<file path="src/rtl/core/gtlj_pkg.sv">
package gtlj_pkg;

	// Default and upper limit of the line buffer width.
	localparam int MAX_W_DEF = 32;
	// Counter width, sized for the largest supported line width.
	localparam int CNT_W = 6;
	// Width of sums of three counters.
	localparam int SUM_W = CNT_W + 2;
	// Width of the line_width register.
	localparam int LW_W = 6;
	localparam logic [LW_W-1:0] LW_RESET = 6'd16;
	localparam logic [7:0] SPACE_CODE = 8'd32;

	// One classified character on its way from the front to the back.
	typedef struct packed {
		logic [7:0]       ch;
		logic             wr;
		logic [CNT_W-1:0] k;
		logic             ew;
		logic             et;
		logic [CNT_W-1:0] wl;
		logic             flag;
	} entry_t;

	// One output character.
	typedef struct packed {
		logic [7:0] ch;
		logic       line_end;
		logic       flag;
		logic       last;
	} result_t;

endpackage

</file>
<file path="src/rtl/core/gtlj_fifo.sv">
module gtlj_fifo import gtlj_pkg::*; #(
	parameter int W = 8,
	parameter int DEPTH = 2
) (
	input  logic         clk,
	input  logic         arst_n,
	input  logic         wr_en,
	input  logic [W-1:0] wr_data,
	output logic         full,
	input  logic         rd_en,
	output logic [W-1:0] rd_data,
	output logic         empty
);

	localparam int PW = (DEPTH > 1) ? $clog2(DEPTH) : 1;
	localparam int CW = $clog2(DEPTH + 1);

	logic [W-1:0]  mem_q [DEPTH];
	logic [PW-1:0] wp_q, rp_q;
	logic [CW-1:0] cnt_q;
	logic          do_wr, do_rd;

	assign full    = (cnt_q == CW'(DEPTH));
	assign empty   = (cnt_q == '0);
	assign do_wr   = wr_en && !full;
	assign do_rd   = rd_en && !empty;
	assign rd_data = mem_q[rp_q];

	always_ff @(posedge clk or negedge arst_n) begin
		if (!arst_n) begin
			wp_q  <= '0;
			rp_q  <= '0;
			cnt_q <= '0;
		end else begin
			if (do_wr) begin
				wp_q <= (wp_q == PW'(DEPTH - 1)) ? '0 : wp_q + 1'b1;
			end
			if (do_rd) begin
				rp_q <= (rp_q == PW'(DEPTH - 1)) ? '0 : rp_q + 1'b1;
			end
			if (do_wr && !do_rd) begin
				cnt_q <= cnt_q + 1'b1;
			end else if (do_rd && !do_wr) begin
				cnt_q <= cnt_q - 1'b1;
			end
		end
	end

	always_ff @(posedge clk) begin
		if (do_wr) begin
			mem_q[wp_q] <= wr_data;
		end
	end

endmodule

</file>
<file path="src/rtl/core/gtlj_front.sv">
module gtlj_front import gtlj_pkg::*; (
	input  logic             clk,
	input  logic             arst_n,
	input  logic             push,
	output logic             full,
	input  logic [7:0]       char_code,
	input  logic             ends_word,
	input  logic             ends_text,
	input  logic [CNT_W-1:0] weff,
	output logic             q_push,
	output entry_t           q_entry,
	input  logic             q_full
);

	logic [CNT_W-1:0] count_q;
	logic             trunc_q;
	logic             ew, wr, accept;
	logic [CNT_W-1:0] ncount;

	always_comb begin
		ew     = ends_word | ends_text;
		wr     = (count_q < weff);
		ncount = wr ? count_q + 1'b1 : count_q;
		accept = push && !q_full;

		q_entry.ch   = char_code;
		q_entry.wr   = wr;
		q_entry.k    = count_q;
		q_entry.ew   = ew;
		q_entry.et   = ends_text;
		q_entry.wl   = (ncount > weff) ? weff : ncount;
		q_entry.flag = trunc_q | !wr | (ncount > weff);
	end

	assign full   = q_full;
	assign q_push = accept;

	always_ff @(posedge clk or negedge arst_n) begin
		if (!arst_n) begin
			count_q <= '0;
			trunc_q <= 1'b0;
		end else if (accept) begin
			if (ew) begin
				count_q <= '0;
				trunc_q <= 1'b0;
			end else begin
				count_q <= ncount;
				trunc_q <= trunc_q | !wr;
			end
		end
	end

endmodule

</file>
<file path="src/rtl/core/gtlj_back.sv">
module gtlj_back import gtlj_pkg::*; #(
	parameter int MAX_WIDTH = MAX_W_DEF
) (
	input  logic             clk,
	input  logic             arst_n,
	input  logic [CNT_W-1:0] weff,
	input  logic             q_empty,
	input  entry_t           q_entry,
	output logic             q_pop,
	output logic             res_push,
	output result_t          res,
	input  logic             res_full
);

	localparam int AW    = $clog2(2 * MAX_WIDTH);
	localparam int DEPTH = 1 << AW;
	localparam int DCW   = $clog2(CNT_W);

	typedef enum logic [1:0] {ST_IDLE, ST_DIV, ST_RUN} state_t;

	typedef struct packed {
		logic [AW-1:0]    base;
		logic [CNT_W-1:0] letters;
		logic [CNT_W-1:0] words;
		logic             last;
		logic             flag;
		logic             rl;
	} job_t;

	logic [7:0] buf_mem [DEPTH];
	logic       mark_mem [DEPTH];
	logic [7:0] rd_ch_q;
	logic       rd_mk_q;

	state_t           state_q;
	logic [AW-1:0]    base_q;
	logic [CNT_W-1:0] letters_q, words_q;
	job_t             cur_q, pend_q;
	logic             pend_v_q;
	logic [DCW-1:0]   divcnt_q;
	logic [CNT_W-1:0] quo_q, rem_q, gaps_q;
	logic             just_q;
	logic [CNT_W-1:0] i_q, pos_q, gi_q;
	logic [CNT_W:0]   spc_q;
	logic             gap_q;

	// Item decision.
	logic [SUM_W-1:0] sum1, sum2;
	logic             e1, e2, take;
	logic [AW-1:0]    base2, waddr, raddr;
	logic [CNT_W-1:0] let2, words2;
	job_t             job_a, job_b, nj;
	logic             load;

	// Emission.
	logic             have_let, gap_needed, can, line_done;
	logic [CNT_W:0]   cnt;
	logic [CNT_W-1:0] i_d;
	logic [CNT_W:0]   trial;
	logic             just_n;

	always_comb begin
		take   = (state_q == ST_IDLE) && !q_empty;
		sum1   = SUM_W'(letters_q) + SUM_W'(words_q) + SUM_W'(q_entry.wl);
		e1     = q_entry.ew && (words_q != '0) && (sum1 > SUM_W'(weff));
		base2  = e1 ? base_q + AW'(letters_q) : base_q;
		let2   = e1 ? q_entry.wl : letters_q + q_entry.wl;
		words2 = e1 ? CNT_W'(1) : words_q + 1'b1;
		sum2   = SUM_W'(let2) + SUM_W'(words2);
		e2     = q_entry.et || (sum2 >= SUM_W'(weff));
		waddr  = base_q + AW'(letters_q) + AW'(q_entry.k);

		job_a = '{base: base_q, letters: letters_q, words: words_q,
			last: 1'b0, flag: 1'b0, rl: !e2};
		job_b = '{base: base2, letters: let2, words: words2,
			last: q_entry.et, flag: q_entry.flag, rl: 1'b1};

		can        = !res_full;
		have_let   = (i_q < cur_q.letters);
		gap_needed = have_let && (i_q != '0) && rd_mk_q && !gap_q;
		cnt        = just_q ? {1'b0, quo_q} + (CNT_W+1)'(gi_q < rem_q) : (CNT_W+1)'(1);
		line_done  = (state_q == ST_RUN) && can && (pos_q == weff - 1'b1);

		res.ch       = (have_let && !gap_needed) ? rd_ch_q : SPACE_CODE;
		res.line_end = (pos_q == weff - 1'b1);
		res.flag     = cur_q.flag;
		res.last     = cur_q.rl && res.line_end;
		res_push     = (state_q == ST_RUN) && can;
		q_pop        = take;

		// A new line job starts either from an item or from the pending job.
		if (take) begin
			load = q_entry.ew && (e1 || e2);
			nj   = e1 ? job_a : job_b;
		end else begin
			load = line_done && pend_v_q;
			nj   = pend_q;
		end
		just_n = !nj.last && (nj.words > CNT_W'(1)) &&
			(SUM_W'(nj.letters) + SUM_W'(nj.words) - 1'b1 <= SUM_W'(weff));

		i_d = i_q;
		if (load) begin
			i_d = '0;
		end else if (res_push && have_let && !gap_needed) begin
			i_d = i_q + 1'b1;
		end
		raddr = (load ? nj.base : cur_q.base) + AW'(i_d);

		trial = {rem_q, quo_q[CNT_W-1]};
	end

	always_ff @(posedge clk) begin
		if (take && q_entry.wr) begin
			buf_mem[waddr]  <= q_entry.ch;
			mark_mem[waddr] <= (q_entry.k == '0);
		end
		rd_ch_q <= buf_mem[raddr];
		rd_mk_q <= mark_mem[raddr];
	end

	always_ff @(posedge clk or negedge arst_n) begin
		if (!arst_n) begin
			state_q   <= ST_IDLE;
			base_q    <= '0;
			letters_q <= '0;
			words_q   <= '0;
			cur_q     <= '0;
			pend_q    <= '0;
			pend_v_q  <= 1'b0;
			divcnt_q  <= '0;
			quo_q     <= '0;
			rem_q     <= '0;
			gaps_q    <= '0;
			just_q    <= 1'b0;
			i_q       <= '0;
			pos_q     <= '0;
			gi_q      <= '0;
			spc_q     <= '0;
			gap_q     <= 1'b0;
		end else begin
			i_q <= i_d;
			if (take && q_entry.ew) begin
				if (e2) begin
					base_q    <= base2 + AW'(let2);
					letters_q <= '0;
					words_q   <= '0;
				end else begin
					base_q    <= base2;
					letters_q <= let2;
					words_q   <= words2;
				end
				pend_q   <= job_b;
				pend_v_q <= e1 && e2;
			end

			case (state_q)
				ST_DIV: begin
					if (trial >= {1'b0, gaps_q}) begin
						rem_q <= CNT_W'(trial - {1'b0, gaps_q});
						quo_q <= {quo_q[CNT_W-2:0], 1'b1};
					end else begin
						rem_q <= trial[CNT_W-1:0];
						quo_q <= {quo_q[CNT_W-2:0], 1'b0};
					end
					divcnt_q <= divcnt_q + 1'b1;
					if (divcnt_q == DCW'(CNT_W - 1)) begin
						state_q <= ST_RUN;
					end
				end
				ST_RUN: begin
					if (can) begin
						pos_q <= pos_q + 1'b1;
						if (gap_needed) begin
							if (spc_q + 1'b1 == cnt) begin
								gap_q <= 1'b1;
								gi_q  <= gi_q + 1'b1;
								spc_q <= '0;
							end else begin
								spc_q <= spc_q + 1'b1;
							end
						end else if (have_let) begin
							gap_q <= 1'b0;
						end
						if (line_done) begin
							state_q <= ST_IDLE;
							if (pend_v_q) begin
								pend_v_q <= 1'b0;
							end
						end
					end
				end
				default: ;
			endcase

			if (load) begin
				state_q  <= ST_DIV;
				cur_q    <= nj;
				divcnt_q <= '0;
				quo_q    <= weff - nj.letters;
				rem_q    <= '0;
				gaps_q   <= nj.words - 1'b1;
				just_q   <= just_n;
				pos_q    <= '0;
				gi_q     <= '0;
				spc_q    <= '0;
				gap_q    <= 1'b0;
			end
		end
	end

endmodule

</file>
<file path="src/rtl/core/greedy_text_line_justifier.sv">
// Greedy full text justification, one character per request on each side.
// Input channel: the writer drives char_code, ends_word and ends_text and raises
// push; a request is taken at a clock edge where push is high and full is low.
// Every character is a non-space letter; ends_word marks the last letter of a
// word and ends_text the last letter of the text (it also ends the word).
// Output channel: while empty is low the oldest output character is on
// out_char, with line_end on the last character of each line, word_truncated
// on every character of a line that held a cut word, and run_last on the last
// character caused by one input request. It is taken when pop is high.
// Configuration: line_width is written when line_width_we is high. It is to be
// written only while the block is idle; the block itself does not enforce this.
// Zero acts as one, values above MAX_WIDTH as MAX_WIDTH. Operation: the back
// end absorbs a request that ends no line while it is idle. A line adds a serial
// divide for the gap spacing, then the effective width of output characters,
// one per cycle while the output queue has room.
// While the receiver stalls, the back end holds its line and the two-entry
// request queue fills, after which full rises. Reset empties both queues and
// clears the line and word state; the buffer contents need no clearing.
module greedy_text_line_justifier import gtlj_pkg::*; #(
	parameter int MAX_WIDTH = MAX_W_DEF
) (
	input  logic            clk,
	input  logic            arst_n,
	input  logic            line_width_we,
	input  logic [LW_W-1:0] line_width,
	input  logic            push,
	output logic            full,
	input  logic [7:0]      char_code,
	input  logic            ends_word,
	input  logic            ends_text,
	output logic            empty,
	input  logic            pop,
	output logic [7:0]      out_char,
	output logic            line_end,
	output logic            word_truncated,
	output logic            run_last
);

	logic [LW_W-1:0]  line_width_q;
	logic [CNT_W-1:0] weff;

	logic    q_push, q_full, q_empty, q_pop;
	entry_t  q_in, q_out;
	logic    res_push, res_full;
	result_t res_in, res_out;

	always_ff @(posedge clk or negedge arst_n) begin
		if (!arst_n) begin
			line_width_q <= LW_RESET;
		end else if (line_width_we) begin
			line_width_q <= line_width;
		end
	end

	// Effective width, clamped to the supported range.
	always_comb begin
		if (line_width_q == '0) begin
			weff = CNT_W'(1);
		end else if (CNT_W'(line_width_q) > CNT_W'(MAX_WIDTH)) begin
			weff = CNT_W'(MAX_WIDTH);
		end else begin
			weff = CNT_W'(line_width_q);
		end
	end

	gtlj_front u_front (
		.clk       (clk),
		.arst_n    (arst_n),
		.push      (push),
		.full      (full),
		.char_code (char_code),
		.ends_word (ends_word),
		.ends_text (ends_text),
		.weff      (weff),
		.q_push    (q_push),
		.q_entry   (q_in),
		.q_full    (q_full)
	);

	// Short queue between the front and the back.
	gtlj_fifo #(.W($bits(entry_t)), .DEPTH(2)) u_req_q (
		.clk     (clk),
		.arst_n  (arst_n),
		.wr_en   (q_push),
		.wr_data (q_in),
		.full    (q_full),
		.rd_en   (q_pop),
		.rd_data (q_out),
		.empty   (q_empty)
	);

	gtlj_back #(.MAX_WIDTH(MAX_WIDTH)) u_back (
		.clk      (clk),
		.arst_n   (arst_n),
		.weff     (weff),
		.q_empty  (q_empty),
		.q_entry  (q_out),
		.q_pop    (q_pop),
		.res_push (res_push),
		.res      (res_in),
		.res_full (res_full)
	);

	// Output queue; it lets the back end run ahead of a slow receiver.
	gtlj_fifo #(.W($bits(result_t)), .DEPTH(2)) u_res_q (
		.clk     (clk),
		.arst_n  (arst_n),
		.wr_en   (res_push),
		.wr_data (res_in),
		.full    (res_full),
		.rd_en   (pop),
		.rd_data (res_out),
		.empty   (empty)
	);

	assign out_char       = res_out.ch;
	assign line_end       = res_out.line_end;
	assign word_truncated = res_out.flag;
	assign run_last       = res_out.last;

endmodule

</file>
<file path="config.mk">
export PLATFORM = sky130hd
export DESIGN_NAME = greedy_text_line_justifier
export DESIGN_NICKNAME = d
export VERILOG_FILES = /design/src/rtl/core/gtlj_pkg.sv /design/src/rtl/core/gtlj_fifo.sv /design/src/rtl/core/gtlj_front.sv /design/src/rtl/core/gtlj_back.sv /design/src/rtl/core/greedy_text_line_justifier.sv
export SDC_FILE = /design/constraint.sdc
export NUM_CORES = 1
export LEC_CHECK = 0
export BUFFER_PORTS_ARGS = -buffer_cell sky130_fd_sc_hd__buf_2
export CORE_MARGIN = 5
export CORE_UTILIZATION = 40
export CTS_CLUSTER_DIAMETER = 40
export DETAILED_ROUTE_END_ITERATION = 7
export SETUP_SLACK_MARGIN = 0.05
export SLEW_MARGIN = 5
export SYNTH_ARGS = -nofsm -noshare
export SYNTH_HDL_FRONTEND = slang
export SYNTH_HIERARCHICAL = 1
export SYNTH_SLANG_ARGS = --single-unit
</file>
<file path="constraint.sdc">
create_clock -name clk -period 9.55 [get_ports clk]
set_clock_uncertainty 0.15 [all_clocks]
set_input_delay 0.4775 -clock clk [delete_from_list [all_inputs] [get_ports clk]]
set_output_delay 0.4775 -clock clk [all_outputs]
set_load 0.02 [all_outputs]
</file>
After elaboration in Yosys (flattened, before gate mapping)
Memory sizes are Yosys's and may differ from the RTL's. A register that Yosys moved wholly into a read port is not among the register bits.
Index checks and enable logic that the tools add are counted.
{"block": "classes", "add_sub_neg": 30, "multipliers": 0, "div_mod_pow": 0, "magnitude_cmp": 10, "n_eq_ne": 12, "n_shift": 0, "muxes": 71, "bitwise_logic": 3, "reduce_logical": 63}
{"cell": "6-bit two-way mux", "count": 27}
{"cell": "21-bit two-way mux", "count": 2}
{"cell": "7-bit two-way mux", "count": 6}
{"cell": "6-bit by 1-bit adder with 6-bit output, second input constant", "count": 5}
{"cell": "6-bit adder", "count": 5}
{"cell": "1-bit logical AND", "count": 28}
{"cell": "1-bit two-way mux", "count": 24}
{"cell": "6-bit by 6-bit adder with 7-bit output", "count": 3}
{"cell": "6-bit less-than comparator", "count": 3}
{"cell": "2-bit two-way mux", "count": 8}
{"cell": "1-bit logical NOT", "count": 13}
{"cell": "6-bit logical NOT", "count": 2}
{"cell": "4-bit AND reduction", "count": 3}
{"cell": "2-bit nonzero test", "count": 6}
{"cell": "6-bit nonzero test", "count": 2}
{"cell": "6-bit by 1-bit subtractor with 6-bit output, second input constant", "count": 2}
{"cell": "6-bit subtractor", "count": 2}
{"cell": "8-bit by 6-bit adder with 8-bit output", "count": 1}
{"cell": "8-bit by 6-bit >= comparator with 1-bit output", "count": 1}
{"cell": "8-bit by 6-bit > comparator with 1-bit output", "count": 1}
{"cell": "8-bit by 6-bit less-or-equal comparator with 1-bit output", "count": 1}
{"cell": "8-bit two-way mux", "count": 1}
{"cell": "8-bit by 1-bit subtractor with 8-bit output, second input constant", "count": 1}
{"cell": "6-bit by 1-bit adder with 7-bit output", "count": 1}
{"cell": "26 further kinds", "count": 41}
{"block": "word_totals", "register_bits": 125, "latch_bits": 0, "ram_bits": 646, "romBits": 0, "input_bits": 21, "n_memories": 4}
{"name": "u_back.buf_mem", "words": 64, "width": 8, "read_ports": 1, "rd_ports_with_merged_regs": 1, "wr": 1, "line_no": "gtlj_back.sv:30", "source": "logic [7:0] buf_mem [DEPTH];"}
{"name": "u_back.mark_mem", "words": 64, "width": 1, "read_ports": 1, "rd_ports_with_merged_regs": 1, "wr": 1, "line_no": "gtlj_back.sv:31", "source": "logic mark_mem [DEPTH];"}
{"name": "u_req_q.mem_q", "words": 2, "width": 24, "read_ports": 1, "rd_ports_with_merged_regs": 0, "wr": 1, "line_no": "gtlj_fifo.sv:18", "source": "logic [W-1:0] mem_q [DEPTH];"}
{"name": "u_res_q.mem_q", "words": 2, "width": 11, "read_ports": 1, "rd_ports_with_merged_regs": 0, "wr": 1, "line_no": "gtlj_fifo.sv:18"}

Longest topological paths before layout
{"block": "depth", "word_depth": 16, "ltp_mapped": 44, "mapped_depth_nobuf": 42}

Hierarchy
Netlist, hierarchy kept.
{"module": "gtlj_back", "n_inst": 1, "cells_per_inst": 1946, "area_per_inst_um2": 31067.3}
{"module": "gtlj_fifo at u_req_q", "n_inst": 1, "cells_per_inst": 94, "area_per_inst_um2": 2030.7}
{"module": "gtlj_fifo at u_res_q", "n_inst": 1, "cells_per_inst": 53, "area_per_inst_um2": 1002.2}
{"module": "gtlj_front", "n_inst": 1, "cells_per_inst": 103, "area_per_inst_um2": 909.6}
{"module": "greedy_text_line_justifier", "n_inst": 1, "cells_per_inst": 22, "area_per_inst_um2": 266.5}

Worst setup path before layout
No wires, ideal clock.
{"block": "synth_path", "path_type": "reg-to-reg", "startpoint": "reg u_back.words_q[0]", "endpoint": "reg u_back.rd_ch_q[4], read port of u_back.buf_mem", "arrival_ps": 9627, "t_required_ps": 9268, "setup_slack_ps": -360, "stages_incl_launch_ff": 41, "synth_period_minus_slack_ps": 9910, "path_cell_list": "dfrtp_1 ha_1 fa_1 a211oi_1 o21a_1 ha_1 a21oi_1 o21a_1 xnor2_1 ha_1 a211o_1 o22ai_1 a21o_1 a2bb2oi_4 nand2_1 clkbuf_1 a21boi_0 inv_1 [5 not listed] xnor2_1 ha_1 nand3_1 nand2_1 a41oi_1 and3_1 a31oi_4 a31o_2 clkbuf_1 clkbuf_1 a31oi_1 ha_1 fa_1 xnor2_1 clkbuf_1 mux4_2 mux2i_1 mux2i_1"}
{"block": "synth_via", "elab_chain_cells": 13, "elab_cells_between_ends": 21}
{"item": "start: declaration", "line_no": "gtlj_back.sv:37", "source": "logic [CNT_W-1:0] letters_q, words_q;"}
{"item": "start signal: assignment", "line_no": "gtlj_back.sv:151", "source": "words_q <= words2;"}
{"item": "6-bit by 6-bit adder with 7-bit output", "line_no": "gtlj_back.sv:64", "source": "sum1 = SUM_W'(letters_q) + SUM_W'(words_q) + SUM_W'(q_entry.wl);"}
{"item": "8-bit by 6-bit adder with 8-bit output", "line_no": "gtlj_back.sv:64"}
{"item": "8-bit by 6-bit > comparator with 1-bit output", "line_no": "gtlj_back.sv:65", "source": "e1 = q_entry.ew && (words_q != '0) && (sum1 > SUM_W'(weff));"}
{"item": "1-bit logical AND (*)", "line_no": "gtlj_back.sv:65"}
{"item": "6-bit two-way mux (*)", "line_no": "gtlj_back.sv:67", "source": "let2 = e1 ? q_entry.wl : letters_q + q_entry.wl;"}
{"item": "net u_back.let2[1]", "line_no": "gtlj_back.sv:51", "source": "logic [CNT_W-1:0] let2, words2;"}
{"item": "6-bit by 6-bit adder with 7-bit output (*)", "line_no": "gtlj_back.sv:69", "source": "sum2 = SUM_W'(let2) + SUM_W'(words2);"}
{"item": "8-bit by 6-bit >= comparator with 1-bit output (*)", "line_no": "gtlj_back.sv:70", "source": "e2 = q_entry.et || (sum2 >= SUM_W'(weff));"}
{"item": "1-bit logical OR (*)", "line_no": "gtlj_back.sv:70"}
{"item": "1-bit logical OR (*)", "line_no": "gtlj_back.sv:93", "source": "load = q_entry.ew && (e1 || e2);"}
{"item": "1-bit logical AND (*)", "line_no": "gtlj_back.sv:93"}
{"item": "1-bit two-way mux (*)", "line_no": "gtlj_back.sv:92", "source": "if (take) begin"}
{"item": "6-bit two-way mux (on tied branches)", "line_no": "gtlj_back.sv:108, gtlj_back.sv:103"}
{"item": "6-bit adder (*)", "line_no": "gtlj_back.sv:108", "source": "raddr = (load ? nj.base : cur_q.base) + AW'(i_d);"}
{"item": "end: declaration", "line_no": "gtlj_back.sv:32", "source": "logic [7:0] rd_ch_q;"}
Mark *: on every way through the listed nets, which the timed path passes. The rest lies on a longest branch.
A chain may end at the register's enable or synchronous reset.

Worst setup path after layout
{"block": "layout_path", "startpoint": "reg u_back.words_q[0]", "endpoint": "reg u_back.rd_ch_q[6], read port of u_back.buf_mem"}
Same word-level chain as after synthesis.

==> results.sh <==
export IMPL_outcome="finished, final reports clean"
export IMPL_path_class="register to register"
export IMPL_yosys_top_cells_area="edfxtp_1 (55%), mux4_2 (11%), dfrtp_1 (8.8%), ha_1 (4.4%), nor2_1 (1.6%)"
export IMPL_whs_ns=0.0368
export IMPL_top_layer="met5"
export IMPL_die_w_um=307
export IMPL_core_area_mm2=0.0880
export IMPL_yosys_top_cells_count="edfxtp_1 (646), mux4_2 (180), nor2_1 (154), nand2_1 (133), dfrtp_1 (124)"
export IMPL_clk_path_buf_depth=3
export IMPL_ant_nets=0
export IMPL_synth_area_leader_cell="edfxtp_1"
export IMPL_rows=109
export IMPL_synthCells=2218
export IMPL_clockRootBuffer="clkbuf_16"
export IMPL_cap_viol_max_count=0
export IMPL_hold_path_class="input pin to register"
export IMPL_wl_met2_um=41100
export IMPL_worstReg2RegEnd="u_back/rd_ch_q[6]"
export IMPL_rsz0062_at_grt="false"
export IMPL_viasPerCell=5.48
export IMPL_setup_viol=0
export IMPL_finalHoldViolCount=0
export IMPL_yosys_area_top_type_share_pct=55.0
export IMPL_seq_area_frac_synth_pct=64.4
export IMPL_synth_most_common_cell="edfxtp_1"
export IMPL_crit_slowest_cell="fa_4"
export IMPL_end_kind="register"
export IMPL_syn_area_mm2=0.0353
export IMPL_crit_start="u_back/words_q[0]"
export IMPL_critPathLaunchType="register"
export IMPL_layout_drive_gt1_share_pct=23.6
export IMPL_crit_fanout=17
export IMPL_synth_seq_cells=780
export IMPL_syn_nets=2373
export IMPL_pin_count=34
export IMPL_tritoncts="done"
export IMPL_drcViolationCount=0
export IMPL_worstSkewPairLatency_ns=0.68
export IMPL_drt_met1_wl_um=34800
export IMPL_ys_flop_type="edfxtp_1"
export IMPL_fp_dieH_um=307
export IMPL_grt_pass1_vias=20624
export IMPL_grt_ovfl_total=0
export IMPL_fmax_mhz=109
export IMPL_layout_min_cycle_time_ns=9.13
export IMPL_fillers=7466
export IMPL_synth_edff_count=646
export IMPL_clkSinkCount=780
export IMPL_synth_distinct_cells=91
export IMPL_first_pass_iters=7
export IMPL_wl_per_cell_um=23.1
export IMPL_htree_levels=3
export IMPL_io_buffers=33
export IMPL_async_flop_share_pct=16.0
export IMPL_dr_total_vias=19885
export IMPL_cp_common_cell="ha_1"
export IMPL_slew_viol_final=0
export IMPL_hpwlAfterDp_um=54600
export IMPL_first_iter_violations=1792
export IMPL_maxSlewHeadroom_pct=10.2
export IMPL_rr_startpoint="u_back/words_q[0]"
export IMPL_grt_usage_pct=17.7
export IMPL_grt_antenna_before_repair=1
export IMPL_dieArea_mm2=0.0942
export IMPL_fin_setup_tns_ns=0
export IMPL_grt_pass1_wl_um=128000
export IMPL_numCtsBuffers=105
export IMPL_initial_core_util_pct=40.1
export IMPL_wl_met3_um=5090
export IMPL_crit_required_ns=9.95
export IMPL_area_growth_pct=17.2
export IMPL_rr_worst_depth=37
export IMPL_yosysWarnings=6
export IMPL_crit_path_max_incr_delay_ns=0.88
export IMPL_tightest_slew_ns=1.34
export IMPL_wirelength_um=83600
export IMPL_place_gp_congestion=0.838
export IMPL_r2r_setup_slack_ns=0.42
export IMPL_crit_arrival_ns=9.53
export IMPL_syn_area_per_cell_um2=15.9
export IMPL_clk_pin_slew_ns=0.06
export IMPL_fin_nets=2527
export IMPL_post_route_period_util_pct=95.6
export IMPL_multi_input_area_mm2=0.0119
export IMPL_grt_max_degree=79
export IMPL_area_sequential_mm2=0.0227
export IMPL_endpoint="u_back/rd_ch_q[6]"
[per-layer routing]
layer  vias up  track usage (%)
li1       8892                -
met5         -            0.455
met4         2             5.71
met2       591             29.5
met3       145             3.53
met1     10255             23.5
[final cells by class]
type	instances	area share (%)
Tap cell	1165	3.53
Inverter	101	0.923
Timing Repair Buffer	139	3.02
Antenna cell	1	0.00605
Clock buffer	117	6.59
Sequential cell	780	54.9
Clock inverter	79	2.13
Multi-Input combinational cell	1245	28.9
[worst min-delay path by stage]
stage | start | to | cells after the start
after floorplan | arst_n | line_width_q[0] | 0
after global placement | u_back/pend_q[0] | u_back/pend_q[0] | 1
after detailed placement | u_back/pend_q[0] | u_back/pend_q[0] | 1
after CTS | line_width_we | line_width_q[5] | 2
after global routing | line_width_we | line_width_q[5] | 2
final | line_width_we | line_width_q[5] | 2
[what timing repair did]
action                     CTS  global route
hold endpoints to repair    72             0
pin swaps                    2            13
setup endpoints to repair    9             9
hold buffers                19             0
gates cloned                 4             1
setup buffers                7            11
gates resized for setup     10            23
[critical path, delay by kind of cell (launching register included)]
family	cells	cell delay [ns]
mux	4	1.25
xor+xnor	2	0.29
simple gates	7	0.93
fa+ha+maj	8	2.94
flops	1	0.38
compound gates	13	2.47
buf+inv	3	0.60
[registers in the layout, indices dropped and copies added (netlist names), 7 cells and up]
register and cells:
u_back/buf_mem 512, u_back/mark_mem 64, u_req_q/mem_q 48, u_res_q/mem_q 22, u_back/pend_q 21, u_back/cur_q 13
u_back/rd_ch_q 8, u_back/spc_q 7
[logic make-up after synthesis]
group	Yosys count	share of synthesized area, %
simple gates	450	5.90
xor+xnor	97	2.48
compound gates	292	5.42
fa+ha+maj	134	4.99
mux	271	14.5
flops	780	64.4
buf+inv	194	2.34
[metrics by stage]
| stage | utilization [%] | instances | worst slack [ns] | instance area, um2 |
|---|---|---|---|---|
| global placement | 42.2 | 3389 | -0.182 | 37200 |
| CTS | 46.8 | 3615 | 0.0991 | 41200 |
| floorplan | - | 2218 | 0.0592 | 35300 |
| finish | 47.0 | 3627 | 0.417 | 41300 |
| detailed placement | 42.2 | 3389 | -0.335 | 37200 |
| global route | 47.0 | 3626 | 0.0512 | 41300 |
[cell usage in the layout, fill, tap and decap left out, types with 10 or more instances in the layout]
cell type,netlist,routed
inv_6,0,12
mux2_4,21,21
a31oi_1,24,23
o21bai_1,12,12
ha_1,123,119
and3_1,18,17
nor3_1,14,13
mux2_2,19,19
xnor2_1,58,55
bufinv_16,0,10
clkbuf_16,0,106
nor2_1,154,150
buf_2,2,32
nand2_1,133,131
clkinv_2,0,13
mux2i_1,37,35
clkinvlp_4,0,13
a21o_1,21,21
mux4_2,180,180
dlygate4sd3_1,0,19
nor2b_1,22,21
edfxtp_1,646,646
mux2_1,14,14
o21ai_0,75,75
nand3_1,41,41
buf_4,13,72
inv_1,99,99
and2_1,12,12
clkinv_4,0,15
dfrtp_1,124,124
a21oi_1,74,68
xor2_1,37,37
nand2b_1,11,11
nand4_1,10,10
Power is left out: the tool's default activity adds up to more than one toggle a clock period on the data nets, which glitch-free logic cannot reach.
